## src/design/tfc_pkg.sv

```systemverilog
// Shared types, codes and character helpers for the token frequency counter.
package tfc_pkg;

    typedef enum logic [1:0] {
        CMD_PUSH = 2'd0,
        CMD_END  = 2'd1,
        CMD_READ = 2'd2,
        CMD_NONE = 2'd3
    } cmd_t;

    typedef enum logic [1:0] {
        CLS_NONE  = 2'd0,
        CLS_ALPHA = 2'd1,
        CLS_DIGIT = 2'd2,
        CLS_OTHER = 2'd3
    } cls_t;

    localparam logic [7:0] UPPER_A = 8'd65;
    localparam logic [7:0] UPPER_Z = 8'd90;
    localparam logic [7:0] LOWER_A = 8'd97;
    localparam logic [7:0] LOWER_Z = 8'd122;
    localparam logic [7:0] DIGIT_0 = 8'd48;
    localparam logic [7:0] DIGIT_9 = 8'd57;
    localparam logic [7:0] CASE_OFFSET = 8'd32;

    typedef struct packed {
        logic load_ring;
        logic step_ring;
        logic update;
        logic insert;
    } cell_ctl_t;

    function automatic cls_t class_of(input logic [7:0] c);
        if ((c >= UPPER_A && c <= UPPER_Z) || (c >= LOWER_A && c <= LOWER_Z)) begin
            return CLS_ALPHA;
        end
        if (c >= DIGIT_0 && c <= DIGIT_9) begin
            return CLS_DIGIT;
        end
        return CLS_OTHER;
    endfunction

    function automatic logic [7:0] fold(input logic [7:0] c);
        if (c >= UPPER_A && c <= UPPER_Z) begin
            return c + CASE_OFFSET;
        end
        return c;
    endfunction

endpackage

```

## src/design/tfc_cell.sv

```systemverilog
// One table entry with its match logic and one stage of the ranking ring.
module tfc_cell #(
    parameter int MAX_WORDS = 256,
    parameter int WORD_LEN  = 16,
    parameter int INDEX     = 0
) (
    input  logic                                 aclk,
    input  tfc_pkg::cell_ctl_t                   ctl,
    input  logic [$clog2(MAX_WORDS+1)-1:0]       distinct,
    input  logic [WORD_LEN*8-1:0]                pend_chars,
    input  logic [$clog2(WORD_LEN+1)-1:0]        pend_len,
    input  logic [7:0]                           rank,
    input  logic [15:0]                          ring_count_in,
    input  logic [$clog2(MAX_WORDS)-1:0]         ring_idx_in,
    input  logic                                 ring_valid_in,
    output logic [15:0]                          ring_count_out,
    output logic [$clog2(MAX_WORDS)-1:0]         ring_idx_out,
    output logic                                 ring_valid_out,
    output logic                                 match,
    output logic                                 hit,
    output logic [WORD_LEN*8-1:0]                ent_chars,
    output logic [$clog2(WORD_LEN+1)-1:0]        ent_len,
    output logic [15:0]                          ent_count
);
    import tfc_pkg::*;

    localparam int IW = $clog2(MAX_WORDS);
    localparam int DW = $clog2(MAX_WORDS + 1);
    localparam int LW = $clog2(WORD_LEN + 1);
    localparam int CW = (IW > 8) ? IW : 8;
    localparam logic [IW-1:0] MY_IDX = IW'(INDEX);
    localparam logic [DW-1:0] MY_SLOT = DW'(INDEX);

    logic [7:0]    chars_reg [WORD_LEN];
    logic [LW-1:0] len_reg;
    logic [15:0]   count_reg;
    logic [15:0]   ring_count_reg;
    logic [IW-1:0] ring_idx_reg;
    logic          ring_valid_reg;
    logic [IW-1:0] pos_reg;
    logic          in_use;
    logic          beats_me;

    assign in_use = MY_SLOT < distinct;

    always_comb begin
        match = in_use && (len_reg == pend_len);
        for (int i = 0; i < WORD_LEN; i++) begin
            if (LW'(i) < pend_len && fold(chars_reg[i]) != fold(pend_chars[i*8 +: 8])) begin
                match = 1'b0;
            end
        end
    end

    assign beats_me = ring_valid_reg &&
                      ((ring_count_reg > count_reg) ||
                       (ring_count_reg == count_reg && ring_idx_reg < MY_IDX));

    assign hit = in_use && (CW'(pos_reg) == CW'(rank));

    always_ff @(posedge aclk) begin
        if (ctl.update && match && count_reg != 16'hFFFF) begin
            count_reg <= count_reg + 16'd1;
        end else if (ctl.insert && MY_SLOT == distinct) begin
            count_reg <= 16'd1;
            len_reg   <= pend_len;
            for (int i = 0; i < WORD_LEN; i++) begin
                chars_reg[i] <= pend_chars[i*8 +: 8];
            end
        end
        if (ctl.load_ring) begin
            ring_count_reg <= count_reg;
            ring_idx_reg   <= MY_IDX;
            ring_valid_reg <= in_use;
            pos_reg        <= '0;
        end else if (ctl.step_ring) begin
            ring_count_reg <= ring_count_in;
            ring_idx_reg   <= ring_idx_in;
            ring_valid_reg <= ring_valid_in;
            if (beats_me) begin
                pos_reg <= pos_reg + IW'(1);
            end
        end
    end

    assign ring_count_out = ring_count_reg;
    assign ring_idx_out   = ring_idx_reg;
    assign ring_valid_out = ring_valid_reg;
    assign ent_len        = len_reg;
    assign ent_count      = count_reg;
    always_comb begin
        for (int i = 0; i < WORD_LEN; i++) begin
            ent_chars[i*8 +: 8] = chars_reg[i];
        end
    end

endmodule

```

## config.mk

```make
export PLATFORM = sky130hd
export DESIGN_NAME = tfc_cell
export DESIGN_NICKNAME = d
export VERILOG_FILES = /design/src/design/tfc_pkg.sv /design/src/design/tfc_cell.sv
export SDC_FILE = /design/constraint.sdc
export NUM_CORES = 1
export LEC_CHECK = 0
export BUFFER_PORTS_ARGS = -buffer_cell sky130_fd_sc_hd__buf_4
export CAP_MARGIN = 0
export CORE_ASPECT_RATIO = 0.8
export CORE_MARGIN = 1.5
export CORE_UTILIZATION = 30
export DETAILED_ROUTE_END_ITERATION = 10
export PLACE_DENSITY_LB_ADDON = 0.15
export SETUP_SLACK_MARGIN = 0.02
export SLEW_MARGIN = 40
export SYNTH_ARGS = -nofsm -noshare
export SYNTH_HDL_FRONTEND = slang
export SYNTH_SLANG_ARGS = --single-unit
```

## constraint.sdc

```tcl
create_clock -name aclk -period 13.7 [get_ports aclk]
set_clock_uncertainty 0.2 [all_clocks]
set_input_delay 0.685 -clock aclk [delete_from_list [all_inputs] [get_ports aclk]]
set_output_delay 0.685 -clock aclk [all_outputs]
set_load 0.05 [all_outputs]
```

Word-level counts from Yosys, hierarchy flattened. Memories as Yosys holds them, arrays and structs flattened. Cells that the tools add are included.

Add/subtract/negate cells: 34. $lt $le $gt $ge: 83. Eq/ne operators: 20. Muxes and demuxes: 121. Bitwise gates (word level): 1. Reductions and logical operators: 61.

Operators with widths (number): 8-bit 2-to-1 mux (64); 8-bit by 6-bit adder with 8-bit output, second input constant (32); 8-bit by 7-bit greater-or-equal comparator with 1-bit output, second input constant (32); 8-bit by 7-bit <= comparator with 1-bit output, second input constant (32); 8-bit inequality test (16); 16-bit 2-to-1 mux (4); 1-bit logical AND (55); 1-bit 2-to-1 mux (53); 4-bit by 5-bit < comparator with 1-bit output, first input constant (8); 3-bit by 5-bit < comparator with 1-bit output, first input constant (4); 16-bit by 1-bit adder with 16-bit output, second input constant (1); 16-bit equality test (1); 16-bit > comparator (1); 16-bit inequality test, second input constant (1); 1-bit by 5-bit < comparator with 1-bit output, first input constant (2); 2-bit by 5-bit < comparator with 1-bit output, first input constant (2); 9-bit zero test (1); 1-bit by 9-bit < comparator with 1-bit output, first input constant (1); 8-bit by 1-bit adder with 8-bit output, second input constant (1); 8-bit equality test (1); 8-bit by 1-bit < comparator with 1-bit output, second input constant (1); 5-bit equality test (1); 2-bit AND reduction (2); 2-bit nonzero test (2); 2 further kinds (2).

Flip-flop bits (word level): 54. RAM bits: 128. Input port bits: 180. Output and inout bits: 176. Logic and storage cells: 327. Memories: 1.

Memories: chars_reg (words 16, width 8, rd ports 16, clocked after Yosys merged registers in 0, wr ports 16, line tfc_cell.sv:34) `logic [7:0] chars_reg [WORD_LEN];`.

Logic depth before layout (Yosys ltp). Gate-level depths: netlist of the first run.

Depth after elaboration: 26. Gate-level depth with buffers: 12. Depth with buffers taken out: 12.

Worst setup path after synthesis of the first run. No wires, ideal clock.

Kind: in2reg. Start: in distinct[4]. End: reg count_reg[0] (netlist: ent_count[0]), enable pin. Library setup time: 0.373 ns. Arrival time: 5.100 ns. Data required time: 13.127 ns. Slack: 8.027 ns. Stages on the path: 5. Buffers on the path: 0. Cells stage by stage: nor4_1 nand2_1 nor4_1 and2_1 or2b_1.

Longest elaborated chain between the ends: 21. Elaborated cells between the ends (all ways): 23. Classes of those cells: order compare (1); mux (16); reduce/logical (6).

Ends and longest elaborated chain: start, declared (line tfc_cell.sv:9) `input logic [$clog2(MAX_WORDS+1)-1:0] distinct,`; 1-bit by 9-bit < comparator with 1-bit output (line tfc_cell.sv:44) `assign in_use = MY_SLOT < distinct;`; 1-bit logical AND (line tfc_cell.sv:47) `match = in_use && (len_reg == pend_len);`; 1-bit 2-to-1 mux (16 in series) (line tfc_cell.sv:49) `if (LW'(i) < pend_len && fold(chars_reg[i]) != fold(pend_chars[i*8 +: 8])) begin`; 1-bit logical AND (2 in series) (line tfc_cell.sv:62) `if (ctl.update && match && count_reg != 16'hFFFF) begin`; 2-bit nonzero test (no source line) (*); end signal, assigned (line tfc_cell.sv:63) `count_reg <= count_reg + 16'd1;`; end, declared (line tfc_cell.sv:36) `logic [15:0] count_reg;`.

Every way passes the cells marked *; elsewhere a longest branch is shown, timed or not. A chain may end at the register's enable or synchronous reset.

==> flow_summary.yaml, run 1 <==
clock_tree:
  ctsHtreeMaxLevel: 4
  cts_hold_buf: 0
  clk_pin_slew_worst_paths_ns: 0.07
  cts_buffers: 17
  insertion_delay_ns: 0.45
  cts.repair.resized: 0
  cts_max_path_buffers: 2
  post-cts-setup-buffers: 0
  cts-root-buf: "clkbuf_16"
  cts.sinks: 182
  cts_tree: "yes"
critical_path:
  r2r.worst_path.cells: 10
  criticalPathCategory: "flip-flop to output pin"
  r2r_slack_ns: 9.30
  crit_required_ns: 12.82
  rr_endpoint: "ent_count[4]"
  path_max_fanout: 4
  critPathMaxStageDelay_ns: 0.46
  crit_arrival_ns: 3.61
  crit_chain: "a21oi_1 > nor2_1 > or4_1 > or2_2 > xnor2_1 > nor4_1 > a31oi_1 > a311oi_4 > nand2_1 > nor3_1 > buf_4"
  cp_slowest_cell: "nor4_1"
  worst_setup_path_end_kind: "output pin"
  timing.rr.start: "chars_reg[0][16]"
  critPathLaunchType: "flip-flop"
placed_design:
  hpwl_um: 25700
  gp_congestion: 0.809
  place_area_um2: 14400
  portBuffers: 355
timing:
  fin_setup_tns_ns: 0
  hold_viol: 0
  timing.hold.ws_ns: 0.236
  relSlewSlack: 0.492
  max_freq_mhz: 222
  worst_pin_slew_ns: 0.762
  final_max_slew_viol_count: 0
  min_period_over_period: 0.328
  setup_viol: 0
  rsz0062_at_grt: "no"
  period_needed_ns: 4.50
finish:
  final_cell_area_um2: 14900
  largest_reg_flops: 128
  final_layout_size_suffix_gt1_frac: 0.313
  syn2layout_area_growth_pct: 34.7
  final_nets: 1609
logic_synthesis:
  syn_area_per_cell_um2: 11.0
  synth_cells: 1011
  yosys_warnings: 0
  syn_area_um2: 11100
  synth.net_count: 1241
  ys.flop_type: "edfxtp_1"
  ys_ff_latch: 182
  seq_area_frac_synth: 0.478
  synth.distinct_cells: 70
  synth-edff-count: 166
  async_flop_share: 0
floorplan:
  num_rows: 62
  die_h_um: 175
  design.core.area_um2: 36100
  start_util: 0.307
  ios: 356
  die_area_um2: 38100
  fp.dieW_um: 218
route:
  drt_iter0_markers: 520
  drt-vias-per-instance: 4.89
  wirelength_um: 32500
  ant_nets: 0
  post-route-drc-count: 0
  drt-wirelength-per-cell_um: 17.4
  dr.pass1.iters: 5
  num_vias: 9150
pwr:
  irDropWorstVdd_uv: 59.6
  p_switching_w: 0.000311
  switching_share: 0.245
  p_leak_nw: 5.67
  seqPwrFrac: 0.485
  p_int_w: 0.000957
  combPwrFrac: 0.134
  clockPowerShare: 0.382
  p_per_area_nw_per_um2: 84.9
worst_hold_path:
  worstHoldStart: "pend_chars[15]"
  holdPathStages: 1
  hold_path_class: "primary input to flip-flop"
  whs_endpoint: "chars_reg[0][15]"
status:
  status: "complete, no violations"
global_routing:
  antenna_found_initial: 1
  grt_pass1_vias: 8963
  overflow: 0
  grt_pass1_wl_um: 50100
  grt_max_degree: 74
  grt_use_total: 0.168
run:
  maxCapViolCount: 0
==> layout by cell type, fill, tap and decap left out, types with 17 or more instances in the layout <==
| cell | instances |
|---|---|
| o41ai_1 | 17 |
| buf_4 | 358 |
| nor2_1 | 79 |
| edfxtp_1 | 166 |
| inv_1 | 28 |
| or4_1 | 20 |
| clkbuf_16 | 17 |
| ha_1 | 50 |
| a21oi_1 | 50 |
| xor2_1 | 66 |
| nor3_1 | 44 |
| nand3_1 | 35 |
| a21o_1 | 17 |
| nand4_1 | 22 |
| nand2_1 | 67 |
| xnor2_1 | 111 |
| o21ai_0 | 23 |
| nor4_1 | 18 |
==> cells in the mapped netlist (all sizes together), types with 12 or more instances <==
cell    count  share of area
a21o       17          0.012
a21oi      50          0.023
a31oi      14         0.0079
dfxtp      16          0.029
edfxtp    166           0.45
ha         50          0.056
inv        28         0.0095
mux2       16          0.016
mux2i      12          0.011
nand2      67          0.023
nand3      36          0.017
nand4      22          0.012
nor2       89          0.032
nor3       45          0.021
nor4       19          0.012
o21ai      23          0.010
o21bai     20          0.015
o41ai      17          0.013
or4        20          0.014
xnor2     112          0.089
xor2       66          0.052
==> stage by stage <==
stage	std cells	total power (W)	util	worst slack, ns
6_report	1873	0.00127	0.413	9.20
5_1_grt	1873	0.00132	0.413	8.84
4_1_cts	1872	0.00129	0.413	9.06
3_5_place_dp	1840	0.000798	0.398	8.73
3_3_place_gp	1838	0.000796	0.397	8.77
2_1_floorplan	1011	0.000714	-	8.03
==> critical path: cells and delay by family, from the launching register on <==
kind | cells | cell delay (ns)
AO/OA/AOI/OAI | 3 | 0.82
flip-flops | 1 | 0.45
buffers and inverters | 1 | 0.24
AND/OR/NAND/NOR | 6 | 1.53
XOR/XNOR | 1 | 0.13
==> power by group through the flow <==
stage	combinational, W	clock [W]	sequential [W]
global route	0.000187	0.000519	0.000615
CTS	0.000171	0.000504	0.000615
floorplan	0.0000672	0	0.000647
detailed placement	0.000171	0	0.000627
global placement	0.000169	0	0.000627
finish	0.000170	0.000484	0.000615
==> worst max path at each step <==
stage / start / slack [ns] / cells after the start / endpoint
5_1_grt: chars_reg[1][25] / 8.84 / 11 / match
6_report: chars_reg[1][25] / 9.20 / 11 / match
3_5_place_dp: pend_chars[73] / 8.73 / 11 / ent_count[7]
2_1_floorplan: distinct[4] / 8.03 / 5 / ent_count[0]
3_3_place_gp: pend_chars[73] / 8.77 / 11 / ent_count[7]
4_1_cts: pend_chars[73] / 9.06 / 12 / match
==> kinds of logic (layout without fill, tap and decap cells) <==
group,after synthesis,count (layout),share of synthesized area
DFF,182,182,0.478
adders and majority gates,50,50,0.0564
other,0,1,0
and+or+nand+nor,340,340,0.156
muxes,28,28,0.0271
buffers and inverters,40,421,0.0142
AOI/OAI and AO/OA,192,192,0.124
xor gates and xnor gates,179,179,0.143
==> per-layer routing <==
| metal | track usage | wire, µm | vias up |
|---|---|---|---|
| met2 | 0.258 | 15000 | 216 |
| li1 | - | - | 4556 |
| met1 | 0.235 | 15200 | 4361 |
| met4 | 0.0457 | 327 | 0 |
| met5 | 0 | 0 | - |
| met3 | 0.0433 | 2000 | 17 |
==> layout make-up <==
class                      count  area (µm²)
multi-input combinational    789        5640
fill                        3556       21200
clock buffer                  21         440
clock inverter                11         109
timing repair buffer         361        2740
antenna                        1        2.50
sequential                   182        5310
tap                          480         601
inverter                      28         105
Note: power is estimated with default switching activity, not from simulation.
==> run 2: changes to the inputs <==
==> constraint.sdc (replaced) <==
create_clock -name aclk -period 4.03 [get_ports aclk]
set_clock_uncertainty 0.2 [all_clocks]
set_input_delay 0.2015 -clock aclk [delete_from_list [all_inputs] [get_ports aclk]]
set_output_delay 0.2015 -clock aclk [all_outputs]
set_load 0.05 [all_outputs]
==> run 2 against run 1 <==
Effect of this change: flip-flop and latch count stayed put; combinational power rose to 4.3 times the previous value; count of clock-buffer cells in the layout rose by 6; non-clock buffer count rose by 189; sequential power rose to 3.4 times the previous value; largest cell class unchanged; sequential share of layout area decreased by 4.3 points; utilization increased by 5.6 points.
==> flow_summary.yaml, run 2 (same netlist as run 1, synthesis figures left out) <==
worst_hold_path:
  worstHoldStart: "distinct[7]"
  hold_path_class: "primary input to flip-flop"
  whs_endpoint: "ring_valid_out"
  holdPathStages: 4
global_routing:
  overflow: 0
  grt_pass1_wl_um: 54600
  grt_max_degree: 40
  antenna_found_initial: 2
  grt_use_total: 0.183
  grt_pass1_vias: 9897
route:
  post-route-drc-count: 0
  ant_nets: 0
  drt_iter0_markers: 493
  dr.pass1.iters: 4
  wirelength_um: 34800
  drt-vias-per-instance: 4.80
  num_vias: 9907
  drt-wirelength-per-cell_um: 16.9
floorplan:
  num_rows: 62
  fp.dieW_um: 218
  ios: 356
  die_area_um2: 38100
  start_util: 0.307
  die_h_um: 175
  design.core.area_um2: 36100
timing:
  setup_viol: 0
  fin_ws_ns: 0.186
  hold_viol: 0
  max_freq_mhz: 260
  worst_pin_slew_ns: 0.701
  min_period_over_period: 0.954
  fin_setup_tns_ns: 0
  relSlewSlack: 0.526
  period_needed_ns: 3.84
  final_max_slew_viol_count: 0
placed_design:
  hpwl_um: 26400
  dp_slack_ns: 0.193
  portBuffers: 355
  place_area_um2: 14400
  gp_congestion: 0.781
clock_tree:
  ctsHtreeMaxLevel: 4
  cts-root-buf: "clkbuf_16"
  clk_pin_slew_worst_paths_ns: 0.07
  cts_tree: "yes"
  insertion_delay_ns: 0.46
  cts.sinks: 182
  cts_buffers: 17
  cts_max_path_buffers: 2
finish:
  nFillCells: 3393
  final_nets: 1798
  final_cell_area_um2: 17000
  regArea_um2: 5310
  final_common_cell: "buf_4"
  multi_input_comb_area_um2: 5740
  final_cell_mix: "buf_4, dlygate4sd3_1, edfxtp_1"
  largest_reg_flops: 128
  final_layout_size_suffix_gt1_frac: 0.299
  syn2layout_area_growth_pct: 53.0
pwr:
  power_w: 0.00459
  p_per_area_nw_per_um2: 271
  irDropWorstVdd_uv: 171
  p_leak_nw: 6.57
critical_path:
  crit_arrival_ns: 3.44
  crit_required_ns: 3.63
  timing.rr.start: "chars_reg[0][2]"
  cp_slowest_cell: "or4_1"
  r2r.worst_path.cells: 14
  critPathLaunchType: "primary input"
  rr_endpoint: "ent_count[12]"
  r2r_slack_ns: 0.30
  critPathMaxStageDelay_ns: 0.56
  crit_top_cell: "buf_4"
  crit_chain: "dlygate4sd3_1 > buf_4 > or4_1 > o21bai_2 > nor4_1 > xnor3_1 > nand4_1 > buf_4 > a211oi_4 > o22ai_2 > nor4_4 > nand2_1 > nor3_2 > buf_6"
  path_max_fanout: 4
  worst_setup_path_end_kind: "output pin"
  criticalPathCategory: "primary input to output pin"
status:
  status: "complete, no violations"
run:
  maxCapViolCount: 0
==> run 2: cell type report <==
class	instances	share of cell area
timing repair buffer	550	0.271
clock inverter	5	0.00170
inverter	28	0.00619
multi-input combinational	789	0.338
sequential	182	0.313
clock buffer	27	0.0345
antenna	1	0.000147
tap	480	0.0354
==> run 2: worst max path at each step <==
stage,start,end
5_1_grt,chars_reg[0][1],match
6_report,pend_chars[1],match
3_3_place_gp,chars_reg[0][1],ent_count[9]
3_5_place_dp,chars_reg[0][1],ent_count[9]
2_1_floorplan,chars_reg[0][16],ent_count[0]
4_1_cts,pend_chars[42],match
==> run 2: repair_timing <==
item	4_1_cts	5_1_grt
hold buffers	175	0
buffers inserted	6	4
endpoints found under the setup margin	1	1
hold endpoints to repair	166	0
gates resized for setup	7	14
pin swaps	5	7
==> run 2: through the flow <==
step | utilization | hold WS (ns) | cells
3_3_place_gp | 0.399 | 0.204 | 1844
5_1_grt | 0.470 | 0.0383 | 2062
2_1_floorplan | - | 0.100 | 1011
3_5_place_dp | 0.399 | 0.207 | 1844
6_report | 0.470 | 0.0623 | 2062
4_1_cts | 0.467 | 0.0261 | 2057
==> run 2: worst max-delay path: cells and delay by family <==
kind	cells	cell delay, ns
and+or+nand+nor	6	1.32
AOI/OAI and AO/OA	3	0.63
xor gates and xnor gates	1	0.22
buffers and inverters	4	1.07
==> run 2: layer usage <==
metal  track usage  vias up  wire (µm)
met1         0.250     4716      16400
li1              -     4932          -
met5             0        -         13
met4        0.0474        2        572
met2         0.284      227      16000
met3        0.0491       30       1880
==> run 2: power by group <==
| group | leakage, nW | internal (W) | switching (W) |
|---|---|---|---|
| Sequential | 1.67 | 0.00208 | 0.0000139 |
| Combinational | 4.60 | 0.000390 | 0.000343 |
| Clock | 0.311 | 0.00100 | 0.000770 |
==> run 3: changes to the inputs <==
--- a/config.mk
+++ b/config.mk
@@ -10,6 +10,7 @@
 export CORE_ASPECT_RATIO = 0.8
 export CORE_MARGIN = 1.5
 export CORE_UTILIZATION = 30
+export CTS_BUF_LIST = sky130_fd_sc_hd__clkbuf_16
 export DETAILED_ROUTE_END_ITERATION = 10
 export PLACE_DENSITY_LB_ADDON = 0.15
 export SETUP_SLACK_MARGIN = 0.02
==> run 3 against run 2 <==
Effect of this change: clock power down 4%; flip-flop and latch count unchanged; combinational power hardly changed; setup slack better by 0.040 ns; sequential share of layout area decreased by 0.064 points; total power is 1.6% lower.
==> flow_summary.yaml, run 3 (same netlist as run 1, synthesis figures left out) <==
status:
  status: "complete, no violations"
global_routing:
  grt_max_degree: 40
  antenna_found_initial: 2
  grt_pass1_wl_um: 54600
  grt_pass1_vias: 9879
  overflow: 0
  grt_use_total: 0.183
finish:
  final_common_cell: "buf_4"
  final_cell_area_um2: 17000
  final_nets: 1805
  final_layout_size_suffix_gt1_frac: 0.302
  final_cell_mix: "buf_4, dlygate4sd3_1, edfxtp_1"
  largest_reg_flops: 128
  syn2layout_area_growth_pct: 53.3
critical_path:
  path_max_fanout: 4
  cp_slowest_cell: "a221oi_1"
  crit_required_ns: 3.63
  worst_setup_path_end_kind: "output pin"
  crit_arrival_ns: 3.40
  crit_family: "compound AO/OA/AOI/OAI gates"
  critPathMaxStageDelay_ns: 0.60
  criticalPathCategory: "primary input to output pin"
  critPathLaunchType: "primary input"
  crit_chain: "dlygate4sd3_1 > buf_4 > and2_1 > a221oi_1 > nand3_1 > xnor2_1 > xnor2_1 > nor4_2 > a31oi_1 > a311oi_4 > nand2_1 > nor3_2 > buf_6"
  timing.critical_path.buf_inv: 3
  crit_top_cell: "xnor2_1"
placed_design:
  gp_congestion: 0.781
  hpwl_um: 26400
  portBuffers: 355
  place_area_um2: 14400
floorplan:
  fp.dieW_um: 218
  die_area_um2: 38100
  start_util: 0.307
  ios: 356
  die_h_um: 175
  design.core.area_um2: 36100
  num_rows: 62
pwr:
  p_per_area_nw_per_um2: 266
  p_leak_nw: 6.60
  irDropWorstVdd_uv: 171
route:
  ant_nets: 0
  drt-wirelength-per-cell_um: 17.0
  num_vias: 9915
  wirelength_um: 35100
  drt-vias-per-instance: 4.79
  drt_iter0_markers: 475
  dr.pass1.iters: 5
  post-route-drc-count: 0
clock_tree:
  cts_buffers: 17
  cts_tree: "yes"
  ctsHtreeMaxLevel: 4
  insertion_delay_ns: 0.46
  clk_pin_slew_worst_paths_ns: 0.07
  cts_max_path_buffers: 2
  cts.sinks: 182
  cts-root-buf: "clkbuf_16"
timing:
  period_needed_ns: 3.80
  setup_viol: 0
  relSlewSlack: 0.526
  max_freq_mhz: 263
  rsz0062_at_grt: "no"
  fin_setup_tns_ns: 0
  hold_viol: 0
  final_max_slew_viol_count: 0
  worst_pin_slew_ns: 0.701
  min_period_over_period: 0.944
run:
  maxCapViolCount: 0
worst_hold_path:
  hold_path_class: "primary input to flip-flop"
## run 3: changes by cell type in the layout (fill, tap and decap cells not counted), sizes merged
cell / change
buf: +7
clkbuf: -6
inv: +6
## run 3: final timing paths
kind / from / to / slack [ns] / cells past startpoint
worst max-delay path: pend_chars[92] / match / 0.23 / 13
worst min-delay path: distinct[7] / ring_valid_out / 0.06 / 4
worst max register to register: chars_reg[0][16] / ent_count[12] / 0.39 / 11
worst min register to register: pos_reg[7] / pos_reg[7] / 0.36 / 2
## run 3: timing repair
| item | in CTS | in global routing |
|---|---|---|
| gates resized for setup | 6 | 18 |
| setup buffers | 2 | 15 |
| pin swaps | 4 | 10 |
| hold endpoints to repair | 166 | 0 |
| hold buffers | 175 | 0 |
| setup endpoints to repair | 1 | 17 |
## run 3: worst min-delay path: cells and delay by family
kind | cells | cell delay, ns
buffers and inverters | 2 | 0.22
AOI/OAI and AO/OA | 1 | 0.14
and+or+nand+nor | 1 | 0.04
## run 3: per-layer routing
layer  vias up  part of all wire  GRT usage
met5         -           0.00037          0
met4         2             0.017     0.0477
met3        33             0.053     0.0496
met2       224              0.46      0.282
met1      4713              0.47      0.251
li1       4943                 -          -
## run 3: power by group
| part | internal, W | switching, W |
|---|---|---|
| clock | 0.000923 | 0.000773 |
| combinational | 0.000391 | 0.000344 |
| sequential | 0.00208 | 0.0000139 |
| total | 0.00339 | 0.00113 |
## run 3: per-stage QoR
stage               worst slack [ns]  std cells  total power [W]  hold WS (ns)   util
finish                         0.226       2069          0.00452        0.0620  0.471
global route                  0.0748       2069          0.00470        0.0404  0.471
CTS                           0.0213       2053          0.00458        0.0283  0.465
detailed placement             0.193       1844          0.00271         0.207  0.399
global placement               0.218       1844          0.00271         0.204  0.399
floorplan                      0.188       1011          0.00243         0.100      -
## run 3: cell type report
| cell class | count | area, µm² |
|---|---|---|
| repair buffers | 557 | 4660 |
| fillers | 3398 | 19100 |
| diodes | 1 | 2.50 |
| clock buffers | 21 | 526 |
| flip-flops and latches | 182 | 5310 |
| well taps | 480 | 601 |
| inverters | 28 | 105 |
| clock inverters | 11 | 51.3 |
| multi-input cells | 789 | 5760 |
